--- config.mk ---
export PLATFORM = sky130hd
export DESIGN_NAME = hsd_front
export DESIGN_NICKNAME = d
export VERILOG_FILES = /design/src/design/hsd_pkg.sv /design/src/design/hsd_front.sv
export SDC_FILE = /design/constraint.sdc
export NUM_CORES = 1
export LEC_CHECK = 0
export BUFFER_PORTS_ARGS = -buffer_cell sky130_fd_sc_hd__clkbuf_2
export CORE_UTILIZATION = 45
export CTS_BUF_LIST = sky130_fd_sc_hd__clkbuf_8
export CTS_CLUSTER_DIAMETER = 200
export CTS_CLUSTER_SIZE = 25
export DETAILED_ROUTE_END_ITERATION = 8
export PLACE_DENSITY_LB_ADDON = 0.05
export SYNTH_ARGS = -nofsm -noshare
export SYNTH_HDL_FRONTEND = slang
export SYNTH_SLANG_ARGS = --single-unit
--- constraint.sdc ---
create_clock -name clk -period 4.3 [get_ports clk]
set_input_delay 0.86 -clock clk [delete_from_list [all_inputs] [get_ports clk]]
set_output_delay 0.86 -clock clk [all_outputs]
set_load 0.005 [all_outputs]
--- src/design/hsd_pkg.sv ---
// Shared types, constants and sizes for the Huffman stream decoder.
package hsd_pkg;

  localparam int MAX_SYMBOLS  = 256;
  localparam int MAX_CODE_LEN = 32;
  localparam int SIZE_BITS    = 32;

  localparam int IDX_W  = $clog2(MAX_SYMBOLS);
  localparam int CNT_W  = $clog2(MAX_SYMBOLS + 1);
  localparam int LEN_W  = $clog2(MAX_CODE_LEN + 1);
  localparam int CODE_W = MAX_CODE_LEN;
  localparam int SIZE_W = SIZE_BITS;
  localparam int ACC_W  = (SIZE_BITS > MAX_CODE_LEN) ? SIZE_BITS : MAX_CODE_LEN;
  localparam int FLEN_W = $clog2(ACC_W + 1);

  localparam logic STATUS_OK  = 1'b0;
  localparam logic STATUS_ERR = 1'b1;

  typedef enum logic [3:0] {
    PH_HCOUNT, PH_HLEN, PH_WIDTH, PH_SYM, PH_CLEN, PH_CODE,
    PH_DCOUNT, PH_DLEN, PH_DATA, PH_PAD, PH_HALT
  } phase_t;

  typedef enum logic [2:0] {
    S_IDLE, S_BIT, S_SETTLE, S_SCAN, S_EMIT, S_NEXT, S_FLUSH
  } bstate_t;

  typedef struct packed {
    logic [7:0] in_byte;
    logic       frame_end;
  } q_item_t;

  typedef struct packed {
    logic [7:0]        sym;
    logic [LEN_W-1:0]  len;
    logic [CODE_W-1:0] code;
  } entry_t;

  typedef struct packed {
    logic [7:0] sym;
    logic       status;
  } res_t;

endpackage

--- src/design/hsd_front.sv ---
// Input side: two-entry queue of compressed bytes ahead of the bit engine.
module hsd_front import hsd_pkg::*; (
  input  logic       clk,
  input  logic       rst_n,
  input  logic       in_valid,
  output logic       in_stall,
  input  logic [7:0] in_byte,
  input  logic       in_frame_end,
  output logic       q_valid,
  output q_item_t    q_item,
  input  logic       q_pop
);

  q_item_t    slot_r [2];
  logic       rd_ptr_r, wr_ptr_r;
  logic [1:0] count_r;
  logic       push;

  assign in_stall = (count_r == 2'd2);
  assign push     = in_valid && !in_stall;
  assign q_valid  = (count_r != 2'd0);
  assign q_item   = slot_r[rd_ptr_r];

  always_ff @(posedge clk) begin
    if (push) begin
      slot_r[wr_ptr_r] <= '{in_byte: in_byte, frame_end: in_frame_end};
    end
  end

  always_ff @(posedge clk) begin
    if (!rst_n) begin
      rd_ptr_r <= 1'b0;
      wr_ptr_r <= 1'b0;
      count_r  <= 2'd0;
    end else begin
      if (push) wr_ptr_r <= !wr_ptr_r;
      if (q_pop) rd_ptr_r <= !rd_ptr_r;
      count_r <= count_r + 2'(push) - 2'(q_pop);
    end
  end

  a_no_pop_empty: assert property (@(posedge clk) disable iff (!rst_n)
    q_pop |-> count_r != 2'd0) else $error("pop from empty queue");
  a_count_range: assert property (@(posedge clk) disable iff (!rst_n)
    count_r != 2'd3) else $error("queue count out of range");
  a_keep_item: assert property (@(posedge clk) disable iff (!rst_n)
    q_valid && !q_pop |=> q_valid) else $error("queued item lost");

endmodule

==> key figures, run 1 <==
Placement
  • Count of input and output buffers: 23
  • Pre-CTS WS: 2285 ps
  • Routability Congestion: 0.6657
  • Total placed cells including tap cells: 100

CTS
  • TritonCTS clock tree: built
  • Number of sinks driven by the clock tree: 23
  • H-tree depth: 1
  • Clock latency on the worst-skew pair: 250 ps
  • Maximum count of clock buffers along a single path: 2
  • Hold_buf cts: 0
  • Count of instances resized after the clock tree is built: 0
  • Post-CTS Setup Inserts: 0
  • Clock-pin slew on the worst setup and hold paths: 70 ps
  • Number of CTS-inserted buffers: 3
  • Clock root buffer master: clkbuf_8

Min path
  • Hold path startpoint: wr_ptr_r
  • Class of the most critical hold timing path: flop to flop

Cells and area
  • Number of diodes: 0
  • Fraction of final layout cells sized beyond drive strength 1: 0.4557
  • Final core utilization: 0.6007
  • Most common cell after layout, fill and taps aside: clkbuf_2
  • NumNets Final: 95
  • Most frequent cells in the layout: 23 x clkbuf_2, 18 x edfxtp_1, 9 x mux2_2, 5 x dfxtp_1
  • Area added between synthesis and finish: 21.35%
  • Layout Cells excl Fill: 104

Power and ir drop
  • Worst vdd rail ir drop: 0.0003083 V
  • Pwr/cell area: 495.0 nW/um^2
  • Portion of total power attributed to combinational logic: 0.201
  • Share of total power in sequential cells: 0.565
  • Leakage power: 0.4490 nW
  • Pint: 0.0004006 W
  • Total Power Consumption: 0.0005246 W
  • Sw Share: 0.2364
  • Clock network power share: 0.234
  • Switching power of the nets: 0.0001240 W

Logic synthesis
  • Cell taking the most area after synthesis: edfxtp_1
  • Netlist area before placement: 873.3 sq um
  • Net Count, Synth: 68
  • Register bit count reported by yosys: 23
  • Yosys warning total: 0
  • Post-synth top area share: 0.6189
  • Dominant cells by area after synthesis: edfxtp_1 62%, mux2_2 12%, dfxtp_1 11%
  • Sequential element share of the synthesized area: 0.7335
  • Mean cell area of the mapped netlist: 16.48 sq um
  • Distinct cell type count after synthesis: 15
  • Synthesized netlist cell count: 53

Die
  • Effective utilization at floorplan: 0.4950
  • Area enclosed by the die boundary: 2121 sq um
  • Die Wd: 46.06 um
  • Standard-cell rows: 15
  • IO Count: 24
  • Standard cell core area: 1764 sq um
  • Die Y-Extent: 46.06 um

Global route
  • Initial antenna violation count: 0
  • Via count of the first global-routing pass: 444
  • First-pass GRT wire length: 1794 um
  • Aggregate global-route resource usage: 0.1277
  • Total gr overflow: 0
  • Largest net degree at the start of global routing: 13

STA
  • Final Hold Violating Endpoints: 0
  • Final Skew: 4.108 ps
  • Tightest Pin Transition: 709.8 ps
  • Final setup violation count: 0
  • Final total negative setup slack: 0 ps
  • Final worst path period share: 0.5098
  • Final setup slack of the worst path: 2108 ps
  • Worst max-slew margin expressed relative to the limit: 0.5250
  • Unrepaired setup endpoints after global routing: false
  • F_max: 456.2 MHz
  • Final Critical Period: 2192 ps
  • Max-slew violation count: 0

Setup path
  • WP data arrival: 1330 ps
  • Kind of cell adding the most delay to the critical path: flip-flops
  • Type of element launching the critical path: flop
  • Slowest stage cell, crit path: dfxtp_1
  • WP data required: 3440 ps
  • Combined buffer and inverter count along the critical path: 1
  • Max Fanout on Critical Path: 9
  • Crit path largest cell delay: 570 ps
  • Critical Setup Path Class: flop to output pin
  • Kind of end point of the critical path: output pin
  • CP Cell Sequence: mux2_2 > clkbuf_2
  • Startpoint of the most critical register-to-register path: count_r[0]

Route
  • WL per Instance: 10.93 um
  • Total iterations of the first detailed-routing run: 3
  • Via count: 474
  • Final Routed Wirelength: 1137 um
  • Via density per instance: 4.558
  • DRC marker count from the first detailed-route iteration: 2
  • Number of routed nets with antenna violations: 0
  • DR DRC count: 0

Outcome
  • Status: completed

Run
  • Maximum capacitance violations: 0
-- layer usage --
metal  vias to the layer above  global-route usage  share of wire
li1                        241                   -              -
met1                       219              0.1358           0.44
met2                        14              0.2338           0.51
met3                         0             0.04706          0.045
met4                         0             0.03529              0
met5                         -                   0              0
-- logic make-up (layout without fill, tap and decap cells) --
family / after synthesis / in the layout / synth area share
mux: 10 / 10 / 0.1275
buf+inv: 4 / 30 / 0.01862
simple gates: 11 / 11 / 0.06161
fa+ha+maj: 2 / 2 / 0.02865
xor+xnor: 3 / 3 / 0.03009
flops: 23 / 23 / 0.7335
-- path summary, 6_finish.rpt --
path                                    to  cells past startpoint  slack, ps
worst max-delay path             q_item[3]                      2       2110
worst min-delay path              wr_ptr_r                      2        500
worst max register to register  count_r[1]                      8       2760
worst min register to register    wr_ptr_r                      2        500
-- final cells by class --
cell class	instances	area [sq um]
Tap cell	25	31.28
Clock buffer	3	41.29
Fill cell	151	704.4
Inverter	3	11.26
Sequential cell	23	640.6
Multi-Input combinational cell	26	216.5
Timing Repair Buffer	23	115.1
Clock inverter	1	3.754
-- flip-flops by register name (all words and copies together), names as in the netlist, named ones only --
name / count
count_r: 2
rd_ptr_r: 1
slot_r: 18
wr_ptr_r: 1
-- power by group through the flow --
stage	registers (W)	logic [W]	clock network, W
floorplan	0.000294	0.0000722	0
global placement	0.000300	0.000107	0
detailed placement	0.000301	0.000108	0
CTS	0.000297	0.000108	0.000126
global route	0.000301	0.000121	0.000139
finish	0.000296	0.000106	0.000123
-- through the flow --
| step | cell area, sq um | hold slack, ps |
|---|---|---|
| 4_1_cts | 1060 | 499.4 |
| 3_3_place_gp | 1015 | 479.5 |
| 5_1_grt | 1060 | 534.2 |
| 2_1_floorplan | 873.3 | 454.9 |
| 3_5_place_dp | 1015 | 487.2 |
| 6_report | 1060 | 496.5 |
-- cell usage after synthesis --
cell type	instances
and2_1	1
and3_1	1
buf_2	1
dfxtp_1	5
edfxtp_1	18
ha_1	2
inv_1	3
mux2_2	9
mux2i_1	1
nand2_1	2
nand2b_1	2
nor2_1	4
or2_2	1
xnor2_1	2
xor2_1	1
-- worst min-delay path: stages (launching register included) --
cell and delay [ps]:
dfxtp_1 330, nand2_1 60, mux2i_1 60
(Power assumes the default switching activity.)
==> run 2, diff against run 1 <==
==> constraint.sdc (replaced) <==
create_clock -name clk -period 2.17 [get_ports clk]
set_input_delay 0.434 -clock clk [delete_from_list [all_inputs] [get_ports clk]]
set_output_delay 0.434 -clock clk [all_outputs]
set_load 0.005 [all_outputs]
==> run 2 against run 1 <==
Effect of this change:
- sequential share of layout area is 0.42 points lower
- die area is the same
- count of clock-buffer cells in the layout stayed put
- via count rose by 5.1%
- flip-flop and latch count did not move
- final cell count rose by 0.96%
- clock skew is 1.7 ps lower
- largest cell class unchanged
==> key figures, run 2 (synthesis results as in run 1) <==
Route
  • Final Routed Wirelength: 1220 um (+7.3%)
  • Total iterations of the first detailed-routing run: 4 (+1)
  • Via density per instance: 4.743 (+4.1%)
  • Number of routed nets with antenna violations: 0 (unchanged)
  • Via count: 498 (+5.1%)
  • DRC marker count from the first detailed-route iteration: 16 (+14)
  • WL per Instance: 11.62 um (+6.3%)
  • DR DRC count: 0 (unchanged)

Setup path
  • WP data arrival: 1350 ps (+20 ps)
  • Max Fanout on Critical Path: 9 (unchanged)
  • Reg2Reg Depth: 8 (unchanged)
  • CP Cell Sequence: mux2_2 > clkbuf_2
  • WP data required: 1740 ps (-1700 ps)
  • Kind of cell adding the most delay to the critical path: flip-flops
  • Slowest stage cell, crit path: dfxtp_1
  • Type of element launching the critical path: flop
  • Kind of end point of the critical path: output pin
  • Startpoint of the most critical register-to-register path: count_r[0]
  • R2r endpoint: count_r[1]
  • Crit path largest cell delay: 580 ps (about the same)
  • Combined buffer and inverter count along the critical path: 1 (unchanged)
  • Worst R2R Setup Slack: 660 ps (-2100 ps)
  • Critical Setup Path Class: flop to output pin

Global route
  • Total gr overflow: 0 (unchanged)
  • Largest net degree at the start of global routing: 13 (unchanged)
  • First-pass GRT wire length: 1856 um (+3.5%)
  • Aggregate global-route resource usage: 0.1383 (+0.01062)
  • Via count of the first global-routing pass: 443 (-0.23%)
  • Initial antenna violation count: 0 (unchanged)

Cells and area
  • NumNets Final: 96 (+1.1%)
  • Number of diodes: 0 (unchanged)
  • Largest register FFs: 18 (unchanged)
  • Most frequent cells in the layout: 23 x clkbuf_2, 18 x edfxtp_1, 9 x mux2_2, 5 x dfxtp_1
  • Register with the most flip-flops: slot_r
  • Most common cell after layout, fill and taps aside: clkbuf_2
  • Largest registers: slot_r: 18 flops, count_r: 2 flops
  • Number of filler instances in the final layout: 155 (+2.6%)
  • Fraction of final layout cells sized beyond drive strength 1: 0.4625 (+0.006804)
  • Area added between synthesis and finish: 22.21%

STA
  • Tightest Pin Transition: 434.6 ps (-275.3 ps)
  • Final Skew: 2.360 ps (-1.749 ps)
  • Unrepaired setup endpoints after global routing: false
  • Worst max-slew margin expressed relative to the limit: 0.7103 (+0.1853)
  • Final Hold Violating Endpoints: 0 (unchanged)
  • Final Critical Period: 1784 ps
  • Max-slew violation count: 0 (unchanged)
  • Final setup violation count: 0 (unchanged)
  • F_max: 560.4 MHz
  • Final total negative setup slack: 0 ps (unchanged)
  • Final worst path period share: 0.8223
  • Worst hold margin: 361.8 ps (-134.7 ps)

Min path
  • Hold path startpoint: in_byte[7]
  • Class of the most critical hold timing path: input port to flop
  • Depth of the worst hold-timing path: 1 (-1)
  • Sink of the worst hold path: slot_r[1][8]

Die
  • Effective utilization at floorplan: 0.4950 (unchanged)
  • Die Y-Extent: 46.06 um (unchanged)
  • Standard cell core area: 1764 sq um (unchanged)
  • Standard-cell rows: 15 (unchanged)
  • Die Wd: 46.06 um (unchanged)
  • IO Count: 24 (unchanged)
  • Area enclosed by the die boundary: 2121 sq um (unchanged)

CTS
  • Hold_buf cts: 0 (unchanged)
  • Maximum count of clock buffers along a single path: 2 (unchanged)
  • Clock latency on the worst-skew pair: 260 ps (about the same)
  • Number of CTS-inserted buffers: 3 (unchanged)
  • Count of instances resized after the clock tree is built: 0 (unchanged)
  • Post-CTS Setup Inserts: 0 (unchanged)
  • Clock-pin slew on the worst setup and hold paths: 70 ps (about the same)
  • H-tree depth: 1 (unchanged)
  • Clock root buffer master: clkbuf_8
  • TritonCTS clock tree: built
  • Number of sinks driven by the clock tree: 23 (unchanged)

Placement
  • Post-detailed-placement half-perimeter wirelength: 873.7 um
  • Count of input and output buffers: 23 (unchanged)
  • Routability Congestion: 0.6651 (about the same)

Power and ir drop
  • Leakage power: 0.4540 nW (+1.1%)
  • Worst vdd rail ir drop: 0.0005741 V (+86%)
  • Pwr/cell area: 986.6 nW/um^2 (+99%)

Run
  • Maximum capacitance violations: 0 (unchanged)

Outcome
  • Status: completed
## run 2: changes by cell type in the layout (fill, tap and decap cells not counted), sizes merged
cell | before | now
buf | 0 | 1
## run 2: area by class of cell
class	count	area, sq um	share of cell area
clock buffers	3	41.29	0.03869
flip-flops and latches	23	640.6	0.6002
well taps	25	31.28	0.02931
repair buffers	24	122.6	0.1149
multi-input cells	26	216.5	0.2028
clock inverters	1	3.754	0.003517
inverters	3	11.26	0.01055
## run 2: report_power, final
group / internal, W / switching, W / total, W
registers: 0.000556 / 0.0000301 / 0.000586
logic: 0.000118 / 0.000102 / 0.000220
clock network: 0.000126 / 0.000121 / 0.000247
## run 2: layer usage
layer  GRT usage  vias up  routed length [um]
li1            -      242                   -
met1      0.1532      234                 523
met2      0.2169       17                 606
met3     0.04706        5                  58
met4      0.1059        0                  31
met5           0        -                   0
## run 2: worst max path at each step
stage / depth (start not counted) / slack (ps) / start / endpoint
global placement: 8 / 630 / in_valid / count_r[1]
CTS: 2 / 350 / flop / q_item[3]
global route: 2 / 300 / flop / q_item[3]
floorplan: 8 / 720 / count_r[0] / count_r[1]
detailed placement: 8 / 610 / in_valid / count_r[1]
finish: 2 / 390 / flop / q_item[3]
## run 2: per-stage QoR
stage                     cells  setup WS (ps)  cell area, sq um  total power, W  utilization
after floorplan              53          725.0             873.3       0.0007261            -
after CTS                   105          352.3              1067        0.001068       0.6050
final                       105          385.5              1067        0.001053       0.6050
after global placement      101          630.8              1022       0.0008156       0.5794
after global routing        105          300.8              1067        0.001110       0.6050
after detailed placement    101          609.4              1022       0.0008198       0.5794
==> run 3, diff against run 2 <==
==> constraint.sdc (replaced) <==
create_clock -name clk -period 1.5 [get_ports clk]
set_input_delay 0.3 -clock clk [delete_from_list [all_inputs] [get_ports clk]]
set_output_delay 0.3 -clock clk [all_outputs]
set_load 0.005 [all_outputs]
==> run 3 against run 2 <==
Effect of this change:
- non-clock buffer count rose by 6
- clock power rose by 43%
- critical path depth rose by 1
- final cell count rose by 5.7%
- utilization rose by 4.9 points
- routed wire length rose by 1.5%
- critical endpoint unchanged
- critical path type unchanged
- final area rose by 8.1%
- sequential share of layout area fell by 4.2 points
- global-route usage fell by 0.75 points
- count of clock-buffer cells in the layout did not move
- register-to-register slack got worse by 610 ps
==> key figures, run 3 (synthesis results as in run 1) <==
CTS
  • Clock latency on the worst-skew pair: 250 ps (about the same)
  • H-tree depth: 1 (unchanged)
  • Clock root buffer master: clkbuf_8
  • Number of sinks driven by the clock tree: 23 (unchanged)
  • Maximum count of clock buffers along a single path: 2 (unchanged)
  • Number of CTS-inserted buffers: 3 (unchanged)
  • Hold_buf cts: 0 (unchanged)
  • TritonCTS clock tree: built
  • Clock-pin slew on the worst setup and hold paths: 70 ps (about the same)

Placement
  • Count of input and output buffers: 23 (unchanged)
  • Routability Congestion: 0.6653 (about the same)
  • Post-detailed-placement half-perimeter wirelength: 907.7 um (+3.9%)
  • Total placed cells including tap cells: 106 (+5.0%)
  • Dpl cell area: 1060 sq um (+3.7%)

Route
  • Via count: 502 (+0.80%)
  • Routed metal-1 wire length: 568 um (+8.6%)
  • Via density per instance: 4.523 (-4.6%)
  • DR DRC count: 0 (unchanged)
  • Met3 Wirelength: 47 um (-19%)
  • Final Routed Wirelength: 1238 um (+1.5%)
  • WL per Instance: 11.15 um (-4.0%)
  • Number of routed nets with antenna violations: 0 (unchanged)
  • Total iterations of the first detailed-routing run: 2 (-2)
  • Topmost layer with routed signal wires: met3
  • Total length of routed met2 wires: 622 um (+2.6%)
  • DRC marker count from the first detailed-route iteration: 13 (-3)

Setup path
  • WP data arrival: 1150 ps (-200 ps)
  • Kind of end point of the critical path: output pin
  • WP data required: 1200 ps (-540 ps)
  • Type of element launching the critical path: flop
  • Max Fanout on Critical Path: 4 (-5)
  • Critical Setup Path Class: flop to output pin
  • Reg2Reg Depth: 8 (unchanged)

Global route
  • Aggregate global-route resource usage: 0.1308 (-0.007500)
  • Largest net degree at the start of global routing: 13 (unchanged)
  • Via count of the first global-routing pass: 464 (+4.7%)
  • Initial antenna violation count: 0 (unchanged)
  • First-pass GRT wire length: 1842 um (-0.75%)
  • Total gr overflow: 0 (unchanged)

Run
  • Maximum capacitance violations: 0 (unchanged)

Cells and area
  • Most common cell after layout, fill and taps aside: clkbuf_2
  • Most frequent cells in the layout: 23 x clkbuf_2, 18 x edfxtp_1, 9 x mux2_2, 7 x buf_4, 4 x nor2_1
  • Post-Layout Inst Area: 1154 sq um (+8.1%)
  • Largest register FFs: 18 (unchanged)
  • Number of diodes: 0 (unchanged)
  • Register with the most flip-flops: slot_r
  • Largest registers: slot_r: 18 flops, count_r: 2 flops
  • Area added between synthesis and finish: 32.09%
  • Layout Cells excl Fill: 111 (+5.7%)
  • Number of filler instances in the final layout: 152 (-1.9%)
  • Combined area of the multi-input logic cells: 254.0 sq um (+17%)
  • Fraction of final layout cells sized beyond drive strength 1: 0.6047 (+0.1422)
  • Sequential cell area: 644.4 sq um (+0.59%)
  • NumNets Final: 102 (+6.3%)

Die
  • Standard cell core area: 1764 sq um (unchanged)
  • Area enclosed by the die boundary: 2121 sq um (unchanged)
  • IO Count: 24 (unchanged)
  • Die Y-Extent: 46.06 um (unchanged)
  • Standard-cell rows: 15 (unchanged)
  • Die Wd: 46.06 um (unchanged)
  • Effective utilization at floorplan: 0.4950 (unchanged)

STA
  • F_max: 688.9 MHz
  • Max-slew violation count: 0 (unchanged)
  • Final total negative setup slack: 0 ps (unchanged)
  • Worst hold margin: 229.5 ps (-132.3 ps)
  • Final Critical Period: 1452 ps
  • Unrepaired setup endpoints after global routing: true
  • Worst max-slew margin expressed relative to the limit: 0.8786 (+0.1683)
  • Final setup violation count: 0 (unchanged)
  • Tightest Pin Transition: 180.8 ps (-253.7 ps)
  • Final Skew: 2.299 ps (-0.06062 ps)
  • Final worst path period share: 0.9677
  • Final Hold Violating Endpoints: 0 (unchanged)

Min path
  • Class of the most critical hold timing path: input port to flop
  • Depth of the worst hold-timing path: 1 (unchanged)

Outcome
  • Status: completed

Power and ir drop
  • Leakage power: 0.4872 nW (+7.3%)
  • Worst vdd rail ir drop: 0.0009068 V (+58%)
  • Total Power Consumption: 0.001630 W (+55%)
  • Pwr/cell area: 1413 nW/um^2 (+43%)
run 3: cell types whose count changed in the layout (fill, tap and decap cells not counted), sizes merged:
cell	delta
buf	+6
run 3: final timing paths:
check / startpoint / endpoint / slack (ps)
max reg2reg: count_r[0] / count_r[1] / 50
min: in_byte[0] / slot_r[1][1] / 230
min reg2reg: wr_ptr_r / wr_ptr_r / 510
max: flop / q_item[3] / 50
run 3: repair_timing:
| item | in CTS | in global routing |
|---|---|---|
| buffers inserted | 0 | 1 |
| resized for setup | 2 | 8 |
| gates cloned | 0 | 0 |
| endpoints found under the setup margin | 1 | 10 |
| pin swaps | 0 | 4 |
run 3: per-layer routing:
metal / global-route usage / up-vias
met5: 0 / -
met4: 0.07059 / 0
met3: 0.03529 / 0
met2: 0.2113 / 14
met1: 0.1584 / 235
li1: - / 253
run 3: final cells by class:
class,instances,area share
Clock buffer,3,0.03579
Clock inverter,1,0.003254
Inverter,3,0.009761
Multi-Input combinational cell,26,0.2202
Sequential cell,23,0.5586
Tap cell,25,0.02711
Timing Repair Buffer,30,0.1453
run 3: worst max-delay path, stage by stage, from the launching register on:
cell	delay, ps
dfxtp_2	330
buf_4	130
mux2_2	330
clkbuf_2	110
run 3: where the power goes:
part / internal (W) / total, W / switching, W
combinational: 0.000243 / 0.000421 / 0.000179
clock: 0.000182 / 0.000354 / 0.000172
sequential: 0.000809 / 0.000855 / 0.0000466
run 3: metrics by stage:
| step | setup slack (ps) | utilization |
|---|---|---|
| global route | -13.76 | 0.6539 |
| floorplan | 54.99 | - |
| global placement | 59.89 | 0.6007 |
| detailed placement | -12.76 | 0.6007 |
| finish | 48.39 | 0.6539 |
| CTS | 12.74 | 0.6312 |
